$ cat src/dqts_pkg.sv
// ============================================================================
// dqts_pkg
// shared types and constants for the delta queue task scheduler
// ============================================================================
package dqts_pkg;

    localparam int DEF_MAX_TASKS = 16;

    typedef enum logic [1:0] {
        OP_TICK     = 2'd0,
        OP_ADD      = 2'd1,
        OP_DISPATCH = 2'd2,
        OP_NONE     = 2'd3
    } op_t;

    typedef enum logic [3:0] {
        ST_IDLE,
        ST_DECODE,
        ST_HEAD,
        ST_DROP,
        ST_INS,
        ST_WALK,
        ST_SHIFT,
        ST_FIX,
        ST_NEW,
        ST_RESP
    } state_t;

    typedef struct packed {
        logic [7:0]  tid;
        logic [31:0] delta;
        logic [31:0] period;
        logic [7:0]  pending;
    } entry_t;

    typedef struct packed {
        logic [4:0] queued;
        logic [4:0] position;
        logic       accepted;
        logic [7:0] run_task;
        logic       ran;
    } result_t;

endpackage

$ cat src/dqts_mem.sv
// ============================================================================
// dqts_mem
// task entry memory, one write and one registered read port
// ============================================================================
module dqts_mem #(
    parameter int DEPTH = dqts_pkg::DEF_MAX_TASKS,
    parameter int AW    = $clog2(dqts_pkg::DEF_MAX_TASKS)
) (
    input  logic             clk,
    input  logic             we,
    input  logic [AW-1:0]    waddr,
    input  dqts_pkg::entry_t wdata,
    input  logic [AW-1:0]    raddr,
    output dqts_pkg::entry_t rdata
);
    import dqts_pkg::*;

    entry_t mem [DEPTH];
    entry_t rdata_reg;

    always_ff @(posedge clk)
    begin
        if (we)
        begin
            mem[waddr] <= wdata;
        end
        rdata_reg <= mem[raddr];
    end

    assign rdata = rdata_reg;

endmodule

$ cat src/dqts_ctrl.sv
// ============================================================================
// dqts_ctrl
// sequencer for tick, add and dispatch over the entry memory
// ============================================================================
module dqts_ctrl #(
    parameter int MAX_TASKS = dqts_pkg::DEF_MAX_TASKS
) (
    input  logic                          clk,
    input  logic                          rst_n,
    input  logic                          in_valid,
    output logic                          in_ready,
    input  logic [1:0]                    in_op,
    input  logic [7:0]                    in_task,
    input  logic [31:0]                   in_delay,
    input  logic [31:0]                   in_period,
    output logic                          res_valid,
    input  logic                          res_ready,
    output dqts_pkg::result_t             res,
    output logic [$clog2(MAX_TASKS)-1:0]  mem_raddr,
    input  dqts_pkg::entry_t              mem_rdata,
    output logic                          mem_we,
    output logic [$clog2(MAX_TASKS)-1:0]  mem_waddr,
    output dqts_pkg::entry_t              mem_wdata
);
    import dqts_pkg::*;

    localparam int IW = $clog2(MAX_TASKS);
    localparam int CW = $clog2(MAX_TASKS + 1);
    localparam int XW = CW + 1;

    state_t        state_reg, state_next;
    logic [CW-1:0] count_reg, count_next;
    logic [IW-1:0] slot_reg, slot_next;
    logic [IW-1:0] k_reg, k_next;
    logic          add_reg, add_next;
    logic [1:0]    op_reg, op_next;
    logic [7:0]    id_reg, id_next;
    logic [31:0]   rem_reg, rem_next;
    logic [31:0]   period_reg, period_next;
    entry_t        stop_reg, stop_next;
    logic          ran_reg, ran_next;
    logic [7:0]    run_reg, run_next;
    logic          acc_reg, acc_next;

    logic [XW-1:0] cnt_x, slot_x, k_x;
    logic [IW-1:0] cnt_i;
    logic          walk_le, walk_last, walk_move, drop_more, shift_more;
    logic          head_due, list_full;
    entry_t        tick_entry, fix_entry, new_entry;

    assign cnt_x      = XW'(count_reg);
    assign slot_x     = XW'(slot_reg);
    assign k_x        = XW'(k_reg);
    assign cnt_i      = IW'(count_reg);
    assign walk_le    = mem_rdata.delta <= rem_reg;
    assign walk_last  = (slot_x + XW'(1)) == cnt_x;
    assign walk_move  = (slot_x + XW'(1)) < cnt_x;
    assign drop_more  = (k_x + XW'(1)) < cnt_x;
    assign shift_more = k_x > (slot_x + XW'(2));
    assign head_due   = mem_rdata.pending != 8'd0;
    assign list_full  = cnt_x >= XW'(MAX_TASKS);

    // head update on a tick
    always_comb
    begin
        tick_entry = mem_rdata;
        if (mem_rdata.delta == 32'd0)
        begin
            if (mem_rdata.pending != 8'hFF)
            begin
                tick_entry.pending = mem_rdata.pending + 8'd1;
            end
            if (mem_rdata.period != 32'd0)
            begin
                tick_entry.delta = mem_rdata.period;
            end
        end
        else
        begin
            tick_entry.delta = mem_rdata.delta - 32'd1;
        end
    end

    always_comb
    begin
        fix_entry       = stop_reg;
        fix_entry.delta = stop_reg.delta - rem_reg;
        new_entry       = '{tid: id_reg, delta: rem_reg, period: period_reg, pending: 8'd0};
    end

    // next state
    always_comb
    begin
        state_next = state_reg;
        case (state_reg)
            ST_IDLE:
            begin
                if (in_valid)
                begin
                    state_next = ST_DECODE;
                end
            end
            ST_DECODE:
            begin
                case (op_reg)
                    OP_TICK, OP_DISPATCH: state_next = (count_reg != '0) ? ST_HEAD : ST_RESP;
                    OP_ADD:               state_next = list_full ? ST_RESP : ST_INS;
                    default:              state_next = ST_RESP;
                endcase
            end
            ST_HEAD:
            begin
                if (op_reg == OP_DISPATCH && head_due)
                begin
                    if (cnt_x >= XW'(2))
                    begin
                        state_next = ST_DROP;
                    end
                    else if (mem_rdata.period != 32'd0)
                    begin
                        state_next = ST_INS;
                    end
                    else
                    begin
                        state_next = ST_RESP;
                    end
                end
                else
                begin
                    state_next = ST_RESP;
                end
            end
            ST_DROP:
            begin
                if (!drop_more)
                begin
                    state_next = (period_reg != 32'd0) ? ST_INS : ST_RESP;
                end
            end
            ST_INS:
            begin
                state_next = (count_reg == '0) ? ST_NEW : ST_WALK;
            end
            ST_WALK:
            begin
                if (walk_le)
                begin
                    if (walk_last)
                    begin
                        state_next = ST_NEW;
                    end
                end
                else
                begin
                    state_next = walk_move ? ST_SHIFT : ST_FIX;
                end
            end
            ST_SHIFT:
            begin
                if (!shift_more)
                begin
                    state_next = ST_FIX;
                end
            end
            ST_FIX:  state_next = ST_NEW;
            ST_NEW:  state_next = ST_RESP;
            ST_RESP:
            begin
                if (res_ready)
                begin
                    state_next = ST_IDLE;
                end
            end
            default: state_next = ST_IDLE;
        endcase
    end

    // memory port and handshake outputs
    always_comb
    begin
        mem_raddr = '0;
        mem_we    = 1'b0;
        mem_waddr = '0;
        mem_wdata = mem_rdata;
        case (state_reg)
            ST_HEAD:
            begin
                if (op_reg == OP_TICK)
                begin
                    mem_we    = 1'b1;
                    mem_wdata = tick_entry;
                end
                else
                begin
                    mem_raddr = IW'(1);
                end
            end
            ST_DROP:
            begin
                mem_we    = 1'b1;
                mem_waddr = k_reg;
                mem_raddr = k_reg + IW'(2);
            end
            ST_WALK:
            begin
                mem_raddr = walk_le ? (slot_reg + IW'(1)) : (cnt_i - IW'(1));
            end
            ST_SHIFT:
            begin
                mem_we    = 1'b1;
                mem_waddr = k_reg;
                mem_raddr = k_reg - IW'(2);
            end
            ST_FIX:
            begin
                mem_we    = 1'b1;
                mem_waddr = slot_reg + IW'(1);
                mem_wdata = fix_entry;
            end
            ST_NEW:
            begin
                mem_we    = 1'b1;
                mem_waddr = slot_reg;
                mem_wdata = new_entry;
            end
            default:
            begin
                mem_raddr = '0;
            end
        endcase
    end

    assign in_ready     = state_reg == ST_IDLE;
    assign res_valid    = state_reg == ST_RESP;
    assign res.ran      = ran_reg;
    assign res.run_task = run_reg;
    assign res.accepted = acc_reg;
    assign res.position = acc_reg ? 5'(slot_reg) : 5'd0;
    assign res.queued   = 5'(count_reg);

    // datapath
    always_comb
    begin
        count_next  = count_reg;
        slot_next   = slot_reg;
        k_next      = k_reg;
        add_next    = add_reg;
        op_next     = op_reg;
        id_next     = id_reg;
        rem_next    = rem_reg;
        period_next = period_reg;
        stop_next   = stop_reg;
        ran_next    = ran_reg;
        run_next    = run_reg;
        acc_next    = acc_reg;
        case (state_reg)
            ST_IDLE:
            begin
                op_next     = in_op;
                id_next     = in_task;
                rem_next    = in_delay;
                period_next = in_period;
            end
            ST_DECODE:
            begin
                add_next = op_reg == OP_ADD;
                ran_next = 1'b0;
                run_next = 8'd0;
                acc_next = 1'b0;
            end
            ST_HEAD:
            begin
                if (op_reg == OP_DISPATCH && head_due)
                begin
                    ran_next    = 1'b1;
                    run_next    = mem_rdata.tid;
                    id_next     = mem_rdata.tid;
                    rem_next    = mem_rdata.delta;
                    period_next = mem_rdata.period;
                    add_next    = 1'b0;
                    count_next  = count_reg - CW'(1);
                    k_next      = '0;
                end
            end
            ST_DROP:
            begin
                k_next = k_reg + IW'(1);
            end
            ST_INS:
            begin
                slot_next = '0;
            end
            ST_WALK:
            begin
                if (walk_le)
                begin
                    rem_next  = rem_reg - mem_rdata.delta;
                    slot_next = slot_reg + IW'(1);
                end
                else
                begin
                    stop_next = mem_rdata;
                    k_next    = cnt_i;
                end
            end
            ST_SHIFT:
            begin
                k_next = k_reg - IW'(1);
            end
            ST_NEW:
            begin
                count_next = count_reg + CW'(1);
                acc_next   = add_reg;
            end
            default:
            begin
                count_next = count_reg;
            end
        endcase
    end

    always_ff @(posedge clk or negedge rst_n)
    begin
        if (!rst_n)
        begin
            state_reg <= ST_IDLE;
            count_reg <= '0;
        end
        else
        begin
            state_reg <= state_next;
            count_reg <= count_next;
        end
    end

    always_ff @(posedge clk)
    begin
        slot_reg   <= slot_next;
        k_reg      <= k_next;
        add_reg    <= add_next;
        op_reg     <= op_next;
        id_reg     <= id_next;
        rem_reg    <= rem_next;
        period_reg <= period_next;
        stop_reg   <= stop_next;
        ran_reg    <= ran_next;
        run_reg    <= run_next;
        acc_reg    <= acc_next;
    end

`ifndef ASSERT_OFF
    a_count_max: assert property (@(posedge clk) disable iff (!rst_n)
        cnt_x <= XW'(MAX_TASKS))
        else $error("task count above capacity");

    a_new_grows: assert property (@(posedge clk) disable iff (!rst_n)
        state_reg == ST_NEW |=> count_reg == $past(count_reg) + CW'(1))
        else $error("insert did not grow the list");

    a_new_slot: assert property (@(posedge clk) disable iff (!rst_n)
        state_reg == ST_NEW |-> slot_x <= cnt_x && !list_full)
        else $error("insert slot beyond list end");

    a_shift_range: assert property (@(posedge clk) disable iff (!rst_n)
        state_reg == ST_SHIFT |-> k_x >= slot_x + XW'(2) && k_x <= cnt_x)
        else $error("shift write outside moved range");

    a_res_kind: assert property (@(posedge clk) disable iff (!rst_n)
        res_valid |-> !(res.ran && res.accepted))
        else $error("dispatch and add reported together");
`endif

endmodule

$ cat src/delta_queue_task_scheduler.sv
// ============================================================================
// delta_queue_task_scheduler
// delta list timer queue with tick, add and dispatch operations
// ============================================================================
//  channel | dir | tdata (low bit up)                          | tuser
//  s_*     | in  | task_id[7:0] delay_ticks[39:8]              | op[1:0]
//          |     | period_ticks[71:40]                         |
//  m_*     | out | ran[0] run_task[8:1] accepted[9]            | -
//          |     | position[14:10] queued[19:15]               |
//
//  tick: decode, head update when tasks are queued, response; no-op: decode, response
//  add: insert, walk, shift, fix, new; dispatch of a periodic head: drop then reinsert
//  the entry memory has one read and one write port, so each operation steps through states
//  rst_n clears the sequencer and the task count; entry memory is not cleared
//  a finished result waits in the output register while the next transaction is taken
// ============================================================================
module delta_queue_task_scheduler #(
    parameter int MAX_TASKS = dqts_pkg::DEF_MAX_TASKS
) (
    input  logic        clk,
    input  logic        rst_n,
    input  logic        s_tvalid,
    output logic        s_tready,
    input  logic [71:0] s_tdata,  // task_id, delay_ticks, period_ticks
    input  logic [1:0]  s_tuser,  // op
    output logic        m_tvalid,
    input  logic        m_tready,
    output logic [23:0] m_tdata   // ran, run_task, accepted, position, queued
);
    import dqts_pkg::*;

    localparam int IW = $clog2(MAX_TASKS);

    logic          res_valid, res_ready;
    result_t       res;
    logic [IW-1:0] mem_raddr, mem_waddr;
    logic          mem_we;
    entry_t        mem_rdata, mem_wdata;

    logic          out_valid_reg, out_valid_next;
    logic [23:0]   out_data_reg, out_data_next;

    dqts_ctrl #(
        .MAX_TASKS (MAX_TASKS)
    ) u_ctrl (
        .clk       (clk),
        .rst_n     (rst_n),
        .in_valid  (s_tvalid),
        .in_ready  (s_tready),
        .in_op     (s_tuser),
        .in_task   (s_tdata[7:0]),
        .in_delay  (s_tdata[39:8]),
        .in_period (s_tdata[71:40]),
        .res_valid (res_valid),
        .res_ready (res_ready),
        .res       (res),
        .mem_raddr (mem_raddr),
        .mem_rdata (mem_rdata),
        .mem_we    (mem_we),
        .mem_waddr (mem_waddr),
        .mem_wdata (mem_wdata)
    );

    dqts_mem #(
        .DEPTH (MAX_TASKS),
        .AW    (IW)
    ) u_mem (
        .clk   (clk),
        .we    (mem_we),
        .waddr (mem_waddr),
        .wdata (mem_wdata),
        .raddr (mem_raddr),
        .rdata (mem_rdata)
    );

    assign res_ready = !out_valid_reg || m_tready;

    always_comb
    begin
        out_valid_next = out_valid_reg;
        out_data_next  = out_data_reg;
        if (res_valid && res_ready)
        begin
            out_valid_next = 1'b1;
            out_data_next  = {4'd0, res.queued, res.position, res.accepted,
                              res.run_task, res.ran};
        end
        else if (m_tready)
        begin
            out_valid_next = 1'b0;
        end
    end

    always_ff @(posedge clk or negedge rst_n)
    begin
        if (!rst_n)
        begin
            out_valid_reg <= 1'b0;
        end
        else
        begin
            out_valid_reg <= out_valid_next;
        end
    end

    always_ff @(posedge clk)
    begin
        out_data_reg <= out_data_next;
    end

    assign m_tvalid = out_valid_reg;
    assign m_tdata  = out_data_reg;

endmodule
$ cat config.mk
export PLATFORM = sky130hd
export DESIGN_NAME = delta_queue_task_scheduler
export DESIGN_NICKNAME = d
export VERILOG_FILES = /design/src/dqts_pkg.sv /design/src/dqts_mem.sv /design/src/dqts_ctrl.sv /design/src/delta_queue_task_scheduler.sv
export SDC_FILE = /design/constraint.sdc
export NUM_CORES = 2
export LEC_CHECK = 0
export ABC_CLOCK_PERIOD_IN_PS = 25500
export BUFFER_PORTS_ARGS = -buffer_cell sky130_fd_sc_hd__buf_4
export CORE_MARGIN = 2
export CORE_UTILIZATION = 35
export DETAILED_ROUTE_END_ITERATION = 7
export PLACE_DENSITY = 0.58
export RECOVER_POWER = 50
export SLEW_MARGIN = 20
export SYNTH_ARGS = -nofsm -noshare
export SYNTH_HDL_FRONTEND = slang
export SYNTH_SLANG_ARGS = --single-unit
$ cat constraint.sdc
create_clock -name clk -period 25.5 [get_ports clk]
set_clock_uncertainty 0.2 [all_clocks]
set_input_delay 2.55 -clock clk [delete_from_list [all_inputs] [get_ports clk]]
set_output_delay 2.55 -clock clk [all_outputs]
set_load 0.01 [all_outputs]
# After elaboration in Yosys (flattened, before gate mapping)
# Memory sizes are Yosys's and may differ from the RTL's. A register that Yosys moved wholly into a read port is not among the register bits.
# Cells that the tools add are included.
dict set report op_classes {
  magnitude_cmp 6
  n_reduce_logical 31
  addsub 15
  bitwise 1
  mux 52
  eq_ne 21
}
# op n
set op_table {}
lappend op_table {{one-hot mux 80 bit (3 select lines)} 1}
lappend op_table {{two-way mux 32 bit} 5}
lappend op_table {{one-hot mux 32 bit (3 select lines)} 1}
lappend op_table {{two-way mux 72 bit} 1}
lappend op_table {{two-way mux 4 bit} 17}
lappend op_table {{one-hot mux 32 bit (2 select lines)} 1}
lappend op_table {{nonzero test 32 bit} 2}
lappend op_table {{subtractor 32 bit} 2}
lappend op_table {{one-hot mux 4 bit (10 select lines)} 1}
lappend op_table {{less-or-equal comparator 32 bit} 1}
lappend op_table {{logical NOT 32 bit} 1}
lappend op_table {{one-hot mux 4 bit (4 select lines)} 2}
lappend op_table {{one-hot mux 8 bit (2 select lines)} 2}
lappend op_table {{subtractor 32 x 1 -> 32 bit, second input constant} 1}
lappend op_table {{two-way mux 8 bit} 3}
lappend op_table {{equality test 4 x 3 -> 1 bit, second input constant} 4}
lappend op_table {{one-hot mux 4 bit (2 select lines)} 2}
lappend op_table {{less-than comparator 6 x 5 -> 1 bit} 2}
lappend op_table {{one-hot mux 4 bit (3 select lines)} 1}
lappend op_table {{nonzero test 2 bit} 6}
lappend op_table {{adder 4 x 1 -> 5 bit, second input constant} 2}
lappend op_table {{one-hot mux 5 bit (2 select lines)} 1}
lappend op_table {{AND reduction 2 bit} 5}
lappend op_table {{two-way mux 1 bit} 9}
lappend op_table {{38 further kinds} 53}
dict set report totals {
  output_inout_bits 26
  register_bits 203
  mem_count 1
  ram_bits 1280
  input_bits 78
  elab_cells 146
}
# memory words width rd rd_clocked_by_memory_dff wr line
set memory_table {}
lappend memory_table {u_mem.mem 16 80 1 1 1 dqts_mem.sv:18} ;# entry_t mem [DEPTH];

# Longest topological paths before layout
dict set report logic_depth {
  depth_word 5
  ltp_mapped 17
  ltp_nobuf 14
}

# Cells and area by module
# Synthesis repeated with hierarchy kept, for this count alone.
dict set report hier_totals {
  cells_unflattened 3681
  hier_area_um2 64185.3
}
# mod cells_each instances seq_area_each_um2 area_per_inst_um2
set modules_own_cells {}
lappend modules_own_cells {dqts_mem 2054 1 40038.4 49422.4}
lappend modules_own_cells {dqts_ctrl 1598 1 5420.2 14074.7}
lappend modules_own_cells {delta_queue_task_scheduler 29 1 625.6 688.2}

# Worst setup path after synthesis
# No wires, ideal clock.
dict set report synth_timing {
  kind {flip-flop to flip-flop}
  from {register u_ctrl.rem_reg[0]}
  to {register u_ctrl.rem_reg[0], enable pin}
  setup_time_ps 805
  stages_incl_launch_ff 13
  n_path_buf 0
  setup_slack_ps 16675
  required_ps 24495
  period_less_slack_ps 8825
  arrival_time_ps 7820
  path_cell_list {edfxtp_1 inv_1 ha_1 inv_1 fa_1 a21oi_1 o22ai_1 o21a_1 o21ai_1 and4b_4 nor2_1 nor2_1 a211oi_1}
}
dict set report synth_between {
  elab_chain_len 3
}
# item line
set synth_rtl {}
lappend synth_rtl {{start: declaration} dqts_ctrl.sv:38} ;# logic [31:0] rem_reg, rem_next;
lappend synth_rtl {{start signal: assignment} dqts_ctrl.sv:343} ;# rem_reg <= rem_next;
lappend synth_rtl {{less-or-equal comparator 32 bit} dqts_ctrl.sv:55} ;# assign walk_le = mem_rdata.delta <= rem_reg;
lappend synth_rtl {{!= test 2 x 1 -> 1 bit (no line)} -}
lappend synth_rtl {{AND reduction 3 bit (no line)} -}
# No other way between the ends.
# A chain may end at the register's enable or synchronous reset.

# Worst setup path in the final report
dict set report layout_timing {
  from {register u_ctrl.state_reg[2]}
  to {memory u_mem.mem[12][9] in the netlist's numbering, enable pin}
}
dict set report layout_between {
  elab_chain_len 5
  word_cells_on_any_way 11
  cone_classes {5 x eq/ne; 4 x mux; 2 x reduce/logical}
}
# item line
set layout_rtl {}
lappend layout_rtl {{start: declaration} dqts_ctrl.sv:31} ;# state_t state_reg, state_next;
lappend layout_rtl {{start signal: assignment} dqts_ctrl.sv:331} ;# state_reg <= state_next;
lappend layout_rtl {{equality test 4 x 2 -> 1 bit, or another cell as far along} dqts_ctrl.sv:185} ;# case (state_reg)
lappend layout_rtl {{OR reduction 4 bit (no line)} -}
lappend layout_rtl {{one-hot mux 1 bit (2 select lines)} dqts_ctrl.sv:185}
lappend layout_rtl {{two-way mux 1 bit} dqts_mem.sv:23} ;# if (we)
lappend layout_rtl {{two-way mux 1 bit (not written as such)} dqts_mem.sv:25} ;# mem[waddr] <= wdata;
lappend layout_rtl {{end: declaration} dqts_mem.sv:18}
# Several ways; a longest one is shown, not always the timed one.

==> reports/qor.csv <==
metric;value;unit
status;complete, but fails checks;
violations;max-capacitance violations, max-slew violations;
arrival;11.03;ns
final_common_cell;edfxtp_1;
top_layer;met5;
fin_area;79270;um2
ant_nets;0;
synth_top_area_share;61.96;%
ys_seq_area_share;64.56;%
crit_path_start_kind;flop;
r2r_cells;9;
path_class;flop to flop;
fin_hold_ws;0.2205;ns
fmax;0.09268;GHz
synthCells;5865;
ys_ff_latch;1562;
met3WireLength;22330;um
ctsHoldBuffers;0;
power;9.777;mW
grt_pass1_vias;50950;
routabilityCongestion;0.9775;
grt_pass1_wl;359500;um
rsz0062_at_grt;false;
layout-drive-gt1-share;8.200;%
synth_edf_count;1472;
grt.overflow.total;0;
start_util;35.26;%
drc;0;
die_area;207400;um2
cts_made_buffers;159;
hold_path_class;flop to flop;
cts_setup_buffers;0;
crit_path_max_fanout;45;
nets;5839;
vias;53860;
viasPerCell;6.350;
cp-end-kind;flop;
cts_htree_levels;4;
clock_path_buffers;3;
dpl.hpwl;126500;um
core_area;202300;um2
yosysWarnings;0;
drtPass1Iterations;8;
port_buffers;98;
required;25.74;ns
min_period_over_period;42.31;%
nFillCells;19060;
vdd_drop_max;0.1173;mV
syn_avg_cell_area;12.16;um2
finalSetupViolCount;0;
worst_pin_slew;4.324;ns
cts_tree;done;
drv_cap;20;
pin_count;104;
cts-root-buf;clkbuf_16;
hold-path-cell-count;0;
clkLatencyLatePin;0.83;ns
grt_max_degree;214;
async_flop_share;0.6402;%
netlist_area;71340;um2
hold_violations;0;
yosysTopAreaCell;edfxtp_1;
grt_usage;22.94;%
yosys-top-cells-area;edfxtp_1 62%, nand3_1 7.0%, o31ai_1 6.9%, nand4_1 6.5%, dfxtp_1 2.2%;
largest_register_ffs;1280;
cts.sinks;1562;
finalWorstPathRequiredPeriod;10.79;ns
drt_first_iter_violations;7256;
synth_ff_type;edfxtp_1;
wl;247400;um
die_height;455.5;um
clkTransAtPathRegs;0.06;ns
power_density;123.3;nW/um2
fp.dieW;455.5;um
syn2layout_area_growth;11.13;%
yosysUniqueCellTypes;82;
post_cts_resized;0;
place_area;74210;um2
wl_met1;100200;um
power.leakage;28.13;nW
rows;165;
fin_tns_setup;0;ns
wl_met2;113400;um
fin_util;39.18;%
slew_violations;551;
worst_slew_margin_rel;-188.3;%
layout_common_cells;1472 x edfxtp_1, 991 x nand3_1, 736 x nand4_1, 656 x o31ai_1, 273 x nand2_1;
wl_per_cell;29.17;um
grt_antenna_before_repair;9;
## Yosys cell counts, types with 5 or more instances
library cell,n
a211oi_1,14
a21o_1,43
a21oi_1,92
a221o_1,7
a221oi_1,14
a222oi_1,21
a22oi_1,71
a31oi_1,10
and2_1,10
and3_1,28
buf_1,20
buf_2,254
buf_4,19
clkbuf_1,308
dfrtp_1,10
dfxtp_1,80
edfxtp_1,1472
fa_1,5
ha_1,88
inv_1,103
mux2i_1,13
nand2_1,274
nand2b_1,17
nand3_1,992
nand4_1,736
nor2_1,111
nor2b_1,16
nor3_1,35
nor3b_1,6
nor4_1,25
o2111ai_1,5
o211ai_1,15
o21a_1,8
o21ai_0,105
o21ai_1,11
o21bai_1,11
o221ai_1,8
o22ai_1,7
o31a_1,5
o31ai_1,656
or2_2,8
or3_1,7
xnor2_1,37
xor2_1,27
## through the flow
stage | setup WS (ns) | cells
after floorplan | 16.68 | 5869
after global placement | 18.68 | 8173
after detailed placement | 18.59 | 8173
after CTS | 18.55 | 8471
after global routing | 14.51 | 8478
final | 14.71 | 8481
## final timing paths
| kind | start | endpoint | slack (ns) |
|---|---|---|---|
| worst min-delay path | u_ctrl.ran_reg | m_tdata[0] | 0.22 |
| min in group asynchronous | rst_n | u_ctrl.count_reg[0] | 1.53 |
| worst max register to register | u_ctrl.state_reg[2] | u_mem.mem[12][9] | 14.71 |
| worst max-delay path | u_ctrl.state_reg[2] | u_mem.mem[12][9] | 14.71 |
| max in group asynchronous | rst_n | u_ctrl.state_reg[0] | 23.12 |
| worst min register to register | u_ctrl.ran_reg | m_tdata[0] | 0.22 |
## area by class of cell
| class | instances | area, um2 | area share (%) |
|---|---|---|---|
| multi-input cells | 3598 | 22450 | 28.32 |
| flip-flops and latches | 1562 | 46050 | 58.10 |
| repair buffers | 242 | 1780 | 2.246 |
| diodes | 4 | 10.01 | 0.01263 |
| inverters | 105 | 395.4 | 0.4988 |
| clock buffers | 212 | 4369 | 5.512 |
| clock inverters | 86 | 870.8 | 1.099 |
| well taps | 2672 | 3343 | 4.217 |
## cells by family (layout without fill, tap and decap cells)
kind of cell | Yosys count | count (layout) | share of synthesized area (%)
buffers and inverters | 709 | 645 | 4.308
flip-flops | 1562 | 1562 | 64.56
XOR/XNOR | 64 | 64 | 0.7858
other | 1 | 9 | 0.005257
multiplexers | 15 | 15 | 0.2140
adder cells (fa/ha/maj) | 93 | 93 | 1.684
AND/OR/NAND/NOR | 2289 | 2289 | 17.06
AO/OA/AOI/OAI | 1132 | 1132 | 11.38
## worst max-delay path: stages (launching register included)
cell and delay (ns):
dfrtp_1 0.51, nor2b_1 0.34, and2_0 3.01, clkinv_1 2.24, o21ai_0 0.38, a221oi_1 0.22
or2_0 0.43, nor2_1 1.22, buf_4 0.89, buf_4 0.85
## per-layer routing
metal	global-route usage (%)	vias to the layer above
met3	3.892	525
met5	0	-
met1	31.41	27200
li1	-	23140
met4	10.24	4
met2	35.73	2987
## power breakdown
part           internal [mW]  total [mW]  switching [mW]
Clock                   1.32        2.35            1.03
Combinational           1.00        3.52            2.52
Sequential              3.62        3.91           0.292
(Power assumes the default switching activity.)
